File: src/rtl/core/ost_pkg.sv
// shared types and codes for the one-shot timer table
`default_nettype none

package ost_pkg;

    localparam int ID_W   = 8;
    localparam int TIME_W = 8;
    localparam int PL_W   = 16;
    localparam int KIND_W = 3;
    localparam int OP_W   = 2;

    // operation codes
    localparam logic [OP_W-1:0] OP_ADD     = 2'd0;
    localparam logic [OP_W-1:0] OP_ADD_UPD = 2'd1;
    localparam logic [OP_W-1:0] OP_TICK    = 2'd2;

    // result kinds
    localparam logic [KIND_W-1:0] KIND_STORED    = 3'd0;
    localparam logic [KIND_W-1:0] KIND_DROPPED   = 3'd1;
    localparam logic [KIND_W-1:0] KIND_FIRED     = 3'd2;
    localparam logic [KIND_W-1:0] KIND_TICK_NONE = 3'd3;
    localparam logic [KIND_W-1:0] KIND_IGNORED   = 3'd4;

    // fired results per tick are capped
    localparam int MAX_OUT = 8;
    localparam int NOUT_W  = 3;

    typedef struct packed {
        logic [PL_W-1:0]   payload;
        logic [TIME_W-1:0] deadline;
        logic [ID_W-1:0]   id;
    } t_slot;

    typedef struct packed {
        logic [KIND_W-1:0] kind;
        logic [ID_W-1:0]   id;
        logic [PL_W-1:0]   payload;
        logic              running;
        logic              last;
    } t_result;

    typedef enum logic [2:0] {
        ST_IDLE,
        ST_SCAN_ADD,
        ST_ADD_END,
        ST_SCAN_TICK,
        ST_TICK_END,
        ST_EMIT,
        ST_RESP
    } t_state;

endpackage

`default_nettype wire

File: src/rtl/core/ost_slot_mem.sv
// slot store: id, deadline and payload per slot, one write and one registered read port
`default_nettype none

module ost_slot_mem #(
    parameter int ENTRIES = 8
) (
    input  wire logic                                    i_clk,
    input  wire logic                                    i_wr_en,
    input  wire logic [(ENTRIES > 1 ? $clog2(ENTRIES) : 1)-1:0] i_wr_addr,
    input  wire ost_pkg::t_slot                          i_wr_slot,
    input  wire logic [(ENTRIES > 1 ? $clog2(ENTRIES) : 1)-1:0] i_rd_addr,
    output ost_pkg::t_slot                               o_rd_slot
);

    ost_pkg::t_slot r_mem [ENTRIES];
    ost_pkg::t_slot r_rd;

    always_ff @(posedge i_clk) begin
        if (i_wr_en) begin
            r_mem[i_wr_addr] <= i_wr_slot;
        end
        r_rd <= r_mem[i_rd_addr];
    end

    assign o_rd_slot = r_rd;

endmodule

`default_nettype wire

File: src/rtl/core/ost_ctrl.sv
// sequencer: walks the slots one per cycle for adds and ticks, frees fired slots
`default_nettype none

module ost_ctrl #(
    parameter int ENTRIES = 8
) (
    input  wire logic                                    i_clk,
    input  wire logic                                    i_rst_n,
    input  wire logic                                    i_in_valid,
    output logic                                         o_in_ready,
    input  wire logic [ost_pkg::OP_W-1:0]                i_op,
    input  wire logic [ost_pkg::ID_W-1:0]                i_id,
    input  wire logic [ost_pkg::TIME_W-1:0]              i_delay,
    input  wire logic [ost_pkg::PL_W-1:0]                i_payload,
    output logic [(ENTRIES > 1 ? $clog2(ENTRIES) : 1)-1:0] o_rd_addr,
    input  wire ost_pkg::t_slot                          i_rd_slot,
    output logic                                         o_wr_en,
    output logic [(ENTRIES > 1 ? $clog2(ENTRIES) : 1)-1:0] o_wr_addr,
    output ost_pkg::t_slot                               o_wr_slot,
    input  wire logic                                    i_out_free,
    output logic                                         o_res_load,
    output ost_pkg::t_result                             o_res
);

    localparam int IW = (ENTRIES > 1) ? $clog2(ENTRIES) : 1;
    localparam logic [IW-1:0] LAST_IDX = IW'(ENTRIES - 1);

    ost_pkg::t_state r_state, n_state;

    logic [ost_pkg::OP_W-1:0]   r_op, n_op;
    logic [ost_pkg::ID_W-1:0]   r_id, n_id;
    logic [ost_pkg::TIME_W-1:0] r_delay, n_delay;
    logic [ost_pkg::PL_W-1:0]   r_payload, n_payload;
    logic [ost_pkg::TIME_W-1:0] r_tick, n_tick;
    logic                       r_running, n_running;
    logic [ENTRIES-1:0]         r_valid, n_valid;
    logic [ENTRIES-1:0]         r_mask, n_mask;
    logic [IW-1:0]              r_idx, n_idx;
    logic                       r_hit, n_hit;
    logic [IW-1:0]              r_hit_idx, n_hit_idx;
    logic                       r_free, n_free;
    logic [IW-1:0]              r_free_idx, n_free_idx;
    logic                       r_any, n_any;
    logic [ost_pkg::NOUT_W-1:0] r_nout, n_nout;
    logic [ost_pkg::KIND_W-1:0] r_kind, n_kind;
    logic [ost_pkg::ID_W-1:0]   r_res_id, n_res_id;

    logic [IW-1:0]              idx_inc;
    logic                       cur_valid;
    logic [ENTRIES-1:0]         rem_mask;
    logic                       emit_last;
    logic [ost_pkg::TIME_W-1:0] deadline;
    logic [IW-1:0]              sel_idx;

    assign idx_inc   = r_idx + 1'b1;
    assign cur_valid = r_valid[r_idx];
    assign rem_mask  = r_mask & ~(ENTRIES'(1) << r_idx);
    assign emit_last = (rem_mask == '0) ||
                       (r_nout == ost_pkg::NOUT_W'(ost_pkg::MAX_OUT - 1));
    // one tick early when the source was stopped and the delay is nonzero
    assign deadline  = r_tick + r_delay +
                       ost_pkg::TIME_W'(r_running || (r_delay == '0));
    assign sel_idx   = r_hit ? r_hit_idx : r_free_idx;

    always_ff @(posedge i_clk) begin
        if (!i_rst_n) begin
            r_state   <= ost_pkg::ST_IDLE;
            r_tick    <= '0;
            r_running <= 1'b0;
            r_valid   <= '0;
        end else begin
            r_state   <= n_state;
            r_tick    <= n_tick;
            r_running <= n_running;
            r_valid   <= n_valid;
        end
    end

    always_ff @(posedge i_clk) begin
        r_op       <= n_op;
        r_id       <= n_id;
        r_delay    <= n_delay;
        r_payload  <= n_payload;
        r_mask     <= n_mask;
        r_idx      <= n_idx;
        r_hit      <= n_hit;
        r_hit_idx  <= n_hit_idx;
        r_free     <= n_free;
        r_free_idx <= n_free_idx;
        r_any      <= n_any;
        r_nout     <= n_nout;
        r_kind     <= n_kind;
        r_res_id   <= n_res_id;
    end

    always_comb begin
        n_state    = r_state;
        n_op       = r_op;
        n_id       = r_id;
        n_delay    = r_delay;
        n_payload  = r_payload;
        n_tick     = r_tick;
        n_running  = r_running;
        n_valid    = r_valid;
        n_mask     = r_mask;
        n_idx      = r_idx;
        n_hit      = r_hit;
        n_hit_idx  = r_hit_idx;
        n_free     = r_free;
        n_free_idx = r_free_idx;
        n_any      = r_any;
        n_nout     = r_nout;
        n_kind     = r_kind;
        n_res_id   = r_res_id;

        o_in_ready = 1'b0;
        o_rd_addr  = r_idx;
        o_wr_en    = 1'b0;
        o_wr_addr  = sel_idx;
        o_wr_slot  = '{payload: r_payload, deadline: deadline, id: r_id};
        o_res_load = 1'b0;
        o_res      = '{kind: r_kind, id: r_res_id, payload: '0,
                       running: r_running, last: 1'b1};

        case (r_state)
            ost_pkg::ST_IDLE: begin
                o_in_ready = 1'b1;
                o_rd_addr  = '0;
                if (i_in_valid) begin
                    n_op      = i_op;
                    n_id      = i_id;
                    n_delay   = i_delay;
                    n_payload = i_payload;
                    n_idx     = '0;
                    n_hit     = 1'b0;
                    n_free    = 1'b0;
                    n_any     = 1'b0;
                    n_mask    = '0;
                    n_nout    = '0;
                    if ((i_op == ost_pkg::OP_ADD || i_op == ost_pkg::OP_ADD_UPD) &&
                        i_id != '0) begin
                        n_state = ost_pkg::ST_SCAN_ADD;
                    end else if (i_op == ost_pkg::OP_TICK && r_running) begin
                        n_tick  = r_tick + 1'b1;
                        n_state = ost_pkg::ST_SCAN_TICK;
                    end else begin
                        n_kind   = ost_pkg::KIND_IGNORED;
                        n_res_id = '0;
                        n_state  = ost_pkg::ST_RESP;
                    end
                end
            end
            ost_pkg::ST_SCAN_ADD: begin
                // a matching id wins over an earlier free slot
                if (r_op == ost_pkg::OP_ADD_UPD && cur_valid &&
                    i_rd_slot.id == r_id && !r_hit) begin
                    n_hit     = 1'b1;
                    n_hit_idx = r_idx;
                end
                if (!cur_valid && !r_free) begin
                    n_free     = 1'b1;
                    n_free_idx = r_idx;
                end
                if (r_idx == LAST_IDX) begin
                    n_state = ost_pkg::ST_ADD_END;
                end else begin
                    n_idx     = idx_inc;
                    o_rd_addr = idx_inc;
                end
            end
            ost_pkg::ST_ADD_END: begin
                n_res_id = r_id;
                if (r_hit || r_free) begin
                    o_wr_en          = 1'b1;
                    n_valid[sel_idx] = 1'b1;
                    n_running        = 1'b1;
                    n_kind           = ost_pkg::KIND_STORED;
                end else begin
                    n_kind = ost_pkg::KIND_DROPPED;
                end
                n_state = ost_pkg::ST_RESP;
            end
            ost_pkg::ST_SCAN_TICK: begin
                if (cur_valid) begin
                    if (i_rd_slot.deadline == r_tick) begin
                        n_valid[r_idx] = 1'b0;
                        n_mask[r_idx]  = 1'b1;
                    end else begin
                        n_any = 1'b1;
                    end
                end
                if (r_idx == LAST_IDX) begin
                    n_state = ost_pkg::ST_TICK_END;
                end else begin
                    n_idx     = idx_inc;
                    o_rd_addr = idx_inc;
                end
            end
            ost_pkg::ST_TICK_END: begin
                n_running = r_any;
                n_idx     = '0;
                o_rd_addr = '0;
                if (r_mask == '0) begin
                    n_kind   = ost_pkg::KIND_TICK_NONE;
                    n_res_id = '0;
                    n_state  = ost_pkg::ST_RESP;
                end else begin
                    n_state = ost_pkg::ST_EMIT;
                end
            end
            ost_pkg::ST_EMIT: begin
                if (r_mask[r_idx]) begin
                    if (i_out_free) begin
                        o_res_load    = 1'b1;
                        o_res         = '{kind: ost_pkg::KIND_FIRED, id: i_rd_slot.id,
                                          payload: i_rd_slot.payload,
                                          running: r_running, last: emit_last};
                        n_mask[r_idx] = 1'b0;
                        n_nout        = r_nout + 1'b1;
                        if (emit_last) begin
                            n_state = ost_pkg::ST_IDLE;
                        end else begin
                            n_idx     = idx_inc;
                            o_rd_addr = idx_inc;
                        end
                    end
                end else begin
                    n_idx     = idx_inc;
                    o_rd_addr = idx_inc;
                end
            end
            ost_pkg::ST_RESP: begin
                if (i_out_free) begin
                    o_res_load = 1'b1;
                    n_state    = ost_pkg::ST_IDLE;
                end
            end
            default: begin
                n_state = ost_pkg::ST_IDLE;
            end
        endcase
    end

endmodule

`default_nettype wire

File: src/rtl/core/one_shot_timer_table.sv
// top level of the one-shot timer table: sequencer, slot store and result register
//
//  channel  | dir | tdata (low bit up)                          | tuser    | tlast
//  ---------+-----+---------------------------------------------+----------+-----------
//  s_axis   | in  | handler_id[7:0], delay_ticks[7:0], payload  | op[1:0]  | -
//  m_axis   | out | fired_id[7:0], fired_payload[15:0], running | kind     | last result
//
//  add / add or update: a scan of every slot, then the chosen slot is written, one result
//  tick: a scan of every slot, then one result per fired slot
//  ignored item: no scan, one result; scans run on the single slot read port, one slot a cycle
//  reset clears tick time, the running flag and the slot valid bits, no clearing pass
//  a stalled result port holds the sequencer; input is taken only between items
`default_nettype none

module one_shot_timer_table #(
    parameter int ENTRIES = 8
) (
    input  wire logic        i_clk,
    input  wire logic        i_rst_n,
    input  wire logic        s_axis_tvalid,
    output logic             s_axis_tready,
    input  wire logic [31:0] s_axis_tdata,   // handler_id, delay_ticks, payload
    input  wire logic [1:0]  s_axis_tuser,   // op
    output logic             m_axis_tvalid,
    input  wire logic        m_axis_tready,
    output logic [31:0]      m_axis_tdata,   // fired_id, fired_payload, running, zero pad
    output logic [2:0]       m_axis_tuser,   // kind
    output logic             m_axis_tlast    // last result of the item
);

    localparam int IW = (ENTRIES > 1) ? $clog2(ENTRIES) : 1;

    logic [IW-1:0]    rd_addr;
    ost_pkg::t_slot   rd_slot;
    logic             wr_en;
    logic [IW-1:0]    wr_addr;
    ost_pkg::t_slot   wr_slot;
    logic             out_free;
    logic             res_load;
    ost_pkg::t_result res;

    // result register, refilled in the cycle the held result is taken
    logic             r_out_valid;
    ost_pkg::t_result r_out;

    assign out_free = !r_out_valid || m_axis_tready;

    ost_ctrl #(
        .ENTRIES (ENTRIES)
    ) u_ctrl (
        .i_clk      (i_clk),
        .i_rst_n    (i_rst_n),
        .i_in_valid (s_axis_tvalid),
        .o_in_ready (s_axis_tready),
        .i_op       (s_axis_tuser),
        .i_id       (s_axis_tdata[7:0]),
        .i_delay    (s_axis_tdata[15:8]),
        .i_payload  (s_axis_tdata[31:16]),
        .o_rd_addr  (rd_addr),
        .i_rd_slot  (rd_slot),
        .o_wr_en    (wr_en),
        .o_wr_addr  (wr_addr),
        .o_wr_slot  (wr_slot),
        .i_out_free (out_free),
        .o_res_load (res_load),
        .o_res      (res)
    );

    // slot fields live in memory, valid bits stay in the sequencer
    ost_slot_mem #(
        .ENTRIES (ENTRIES)
    ) u_mem (
        .i_clk     (i_clk),
        .i_wr_en   (wr_en),
        .i_wr_addr (wr_addr),
        .i_wr_slot (wr_slot),
        .i_rd_addr (rd_addr),
        .o_rd_slot (rd_slot)
    );

    always_ff @(posedge i_clk) begin
        if (!i_rst_n) begin
            r_out_valid <= 1'b0;
        end else if (res_load) begin
            r_out_valid <= 1'b1;
        end else if (m_axis_tready) begin
            r_out_valid <= 1'b0;
        end
    end

    always_ff @(posedge i_clk) begin
        if (res_load) begin
            r_out <= res;
        end
    end

    // pack the result item
    assign m_axis_tvalid = r_out_valid;
    assign m_axis_tdata  = {7'd0, r_out.running, r_out.payload, r_out.id};
    assign m_axis_tuser  = r_out.kind;
    assign m_axis_tlast  = r_out.last;

endmodule

`default_nettype wire

File: config.mk
export PLATFORM = sky130hd
export DESIGN_NAME = one_shot_timer_table
export DESIGN_NICKNAME = d
export VERILOG_FILES = /design/src/rtl/core/ost_pkg.sv /design/src/rtl/core/ost_slot_mem.sv /design/src/rtl/core/ost_ctrl.sv /design/src/rtl/core/one_shot_timer_table.sv
export SDC_FILE = /design/constraint.sdc
export NUM_CORES = 1
export LEC_CHECK = 0
export ABC_AREA = 1
export BUFFER_PORTS_ARGS = -buffer_cell sky130_fd_sc_hd__clkbuf_2
export CORE_UTILIZATION = 43
export CTS_CLUSTER_SIZE = 20
export DETAILED_ROUTE_END_ITERATION = 10
export MAX_ROUTING_LAYER = met4
export PLACE_DENSITY = 0.73
export SETUP_SLACK_MARGIN = 0.05
export SLEW_MARGIN = 20
export SYNTH_ARGS = -nofsm -noshare
export SYNTH_HDL_FRONTEND = slang
export SYNTH_SLANG_ARGS = --single-unit
File: constraint.sdc
create_clock -name i_clk -period 3.94 [get_ports i_clk]
set_clock_uncertainty 0.1 [all_clocks]
set_input_delay 0.788 -clock i_clk [delete_from_list [all_inputs] [get_ports i_clk]]
set_output_delay 0.788 -clock i_clk [all_outputs]
set_load 0.02 [all_outputs]
==> reports/qor.yml <==
start_kind: "flip-flop"
synth_largest_area_cell: "edfxtp_1"
clockPowerShare: 0.297
worst_slew_pin_slew_ns: 0.845
fill_cells: 3551
grt_pass1_vias: 12100
irDropWorstVdd_mv: 0.387
hold_path_class: "primary input to flip-flop"
cts_max_level: 2
cts_buffers: 43
seqPwrFrac: 0.415
cts.clk_slew.worst_paths_ns: 0.06
grt_pass1_wl_um: 64500
powerDensity_mw_per_mm2: 700
synth_xor_xnor_area_share: 0.00582
yosysTopAreaCellShare: 0.587
synthMuxAreaShare: 0
cap_violations: 0
slew_headroom: 0.433
cts_resized: 0
drt_iter0_markers: 1182
crit_arrival_ns: 3.75
finalHoldViolCount: 0
routed_via_density: 5.17
switching_share: 0.339
post-place-ws_ns: 0.688
gp_congestion: 0.939
fp.coreArea_mm2: 0.0411
dp_cells: 2341
start_util: 0.439
final_util: 0.500
postRouteAntennaNets: 0
cts_buffer_depth: 3
min_period_over_period: 0.854
wire_per_inst_um: 16.8
via_count: 12500
rsz0062_at_grt: "no"
port_buffers: 68
die_w_um: 207
rows: 74
io_pins: 76
status: "finished, violations left"
nNetsFinal: 1910
setup.worst_path.end_class: "flip-flop"
combPwrFrac: 0.288
fin_ws_ns: 0.574
yosys-top-cells-area: "edfxtp_1 (59%), nand2_1 (8.4%), inv_1 (7.4%)"
cts-root-buf: "clkbuf_16"
syn_area_per_cell_um2: 10.1
setup_viol: 0
synth_compound_area_frac: 0.0311
finalCriticalPeriod_ns: 3.37
synth_area_mm2: 0.0181
synth.lib_cells_used.distinct: 42
synthCells: 1797
yosys.area_share.simple: 0.202
drt_wl_total_um: 40600
cts_setup_buffers: 0
clock_latency_ns: 0.54
holdWs_ns: 0.315
synth_top_family_by_area: "simple AND/OR/NAND/NOR gates"
layout-drive-gt1-share: 0.110
die_area_mm2: 0.0428
p_sw_w: 0.00487
clkSinkCount: 406
drc: 6
grt_max_degree: 130
timing.fmax_mhz: 297
grt_remaining_overflow: 0
fin_cells: 2420
synth_fa_ha_area_frac: 0.0133
die_h_um: 207
drv_slew: 0
synth_warnings: 0
violations: "DRC"
grt_antenna_before_repair: 0
fin_setup_tns_ns: 0
dp.final_hpwl_um: 23300
gr-usage-all-layers: 0.200
path_max_fanout: 40
antenna_cells: 0
cts_tree: "built"
ys_seq_area_frac: 0.645
critical_path_class: "flip-flop to flip-flop"
p_int_w: 0.00950
power.leakage_nw: 8.87
syn_to_final_growth_pct: 13.7
synth_seq_cells: 406
cts_hold_buf: 0
critical_path_required_ns: 4.32
dr.pass1.iters: 10
## metrics by stage
step | area, um2 | power (W)
final | 20500 | 0.0144
after global routing | 20500 | 0.0152
after CTS | 20500 | 0.0144
after detailed placement | 19000 | 0.0101
after global placement | 19000 | 0.0100
after floorplan | 18100 | 0.00895
## layer usage
metal | part of all wire | routed length, um | track usage | vias up
met1 | 0.43 | 17400 | 0.253 | 5945
met2 | 0.48 | 19600 | 0.330 | 447
met4 | 0.023 | 922 | 0.0644 | 0
li1 | - | - | - | 6041
met5 | 0 | 0 | - | -
met3 | 0.067 | 2710 | 0.0294 | 70
## final cells by class
class	count	area, um2	area share
multi-input cells	941	4680	0.228
well taps	532	666	0.0324
clock inverters	19	298	0.0145
inverters	361	1360	0.0660
flip-flops and latches	406	11700	0.568
clock buffers	60	1220	0.0594
repair buffers	101	663	0.0323
## cells in the mapped netlist, drive strengths merged
master,n
a221oi,1
fa,2
dfxtp,53
o31ai,3
a211oi,3
nand2,409
or3,1
o21a,4
conb,1
nand3b,1
o21ai,33
nand4,134
a21o,2
nor4b,1
o2111ai,1
nor3,14
and3,1
xnor2,2
inv,361
xor2,10
nand3,156
nor4,5
buf,61
a21oi,42
nor2,71
or2,11
edfxtp,353
o22ai,8
clkbuf,34
ha,16
a31oi,3
## path summary, 6_finish.rpt
kind | depth (start not counted) | end | start | slack [ns]
worst min-delay path | 1 | u_ctrl.r_payload[4] | s_axis_tdata[20] | 0.32
worst max-delay path | 17 | u_mem.o_rd_slot[14] | u_ctrl.r_idx[1] | 0.57
worst min register to register | 0 | m_axis_tdata[24] | u_ctrl.r_running | 0.37
worst max register to register | 17 | u_mem.o_rd_slot[14] | u_ctrl.r_idx[1] | 0.57
## worst max-delay path, stage by stage (launching register included)
cell and delay, ns:
edfxtp_1 0.58, ha_1 0.30, ha_1 0.33, inv_1 0.07, nand2_1 0.06, nand2_1 0.05, nor2_1 0.10, nand2_1 0.10
nand3_1 0.15, nand3_1 0.14, nand3_4 0.14, nand3_4 0.42, buf_4 0.39, nand2_1 0.09, nand3_1 0.08, nand2_1 0.07
nand2_1 0.05, nand2_1 0.09
## cell usage in the layout (no fill, tap or decap), types with 40 or more instances in the layout
| master | n |
|---|---|
| a21oi_1 | 40 |
| clkbuf_2 | 68 |
| clkbuf_16 | 44 |
| edfxtp_1 | 353 |
| nor2_1 | 68 |
| nand4_1 | 134 |
| nand2_1 | 404 |
| dfxtp_1 | 53 |
| nand3_1 | 154 |
| inv_1 | 358 |
## flip-flops by register name (all words and copies together), names as in the netlist, 3 cells and up
signal / count
u_mem.r_mem: 256
u_mem.o_rd_slot: 32
m_axis_tdata: 25
u_ctrl.r_payload: 16
u_ctrl.r_delay: 8
u_ctrl.r_id: 8
u_ctrl.r_mask: 8
u_ctrl.r_res_id: 8
u_ctrl.r_tick: 8
u_ctrl.r_valid: 8
m_axis_tuser: 3
u_ctrl.r_free_idx: 3
u_ctrl.r_hit_idx: 3
u_ctrl.r_idx: 3
u_ctrl.r_kind: 3
u_ctrl.r_nout: 3
u_ctrl.r_state: 3
## cell families (layout without fill, tap and decap cells)
| logic type | Yosys count | count (layout) |
|---|---|---|
| buf+inv | 456 | 541 |
| flops | 406 | 406 |
| compound gates | 100 | 100 |
| fa+ha+maj | 18 | 18 |
| other cells | 1 | 7 |
| xor+xnor | 12 | 12 |
| simple gates | 804 | 804 |
## power by group through the flow
stage	sequential (W)	combinational (W)	clock [W]
5_1_grt	0.00601	0.00466	0.00450
2_1_floorplan	0.00594	0.00301	0
3_5_place_dp	0.00604	0.00411	0
6_report	0.00596	0.00415	0.00427
3_3_place_gp	0.00602	0.00399	0
4_1_cts	0.00595	0.00414	0.00433
Power figures use the tool's default switching activity.
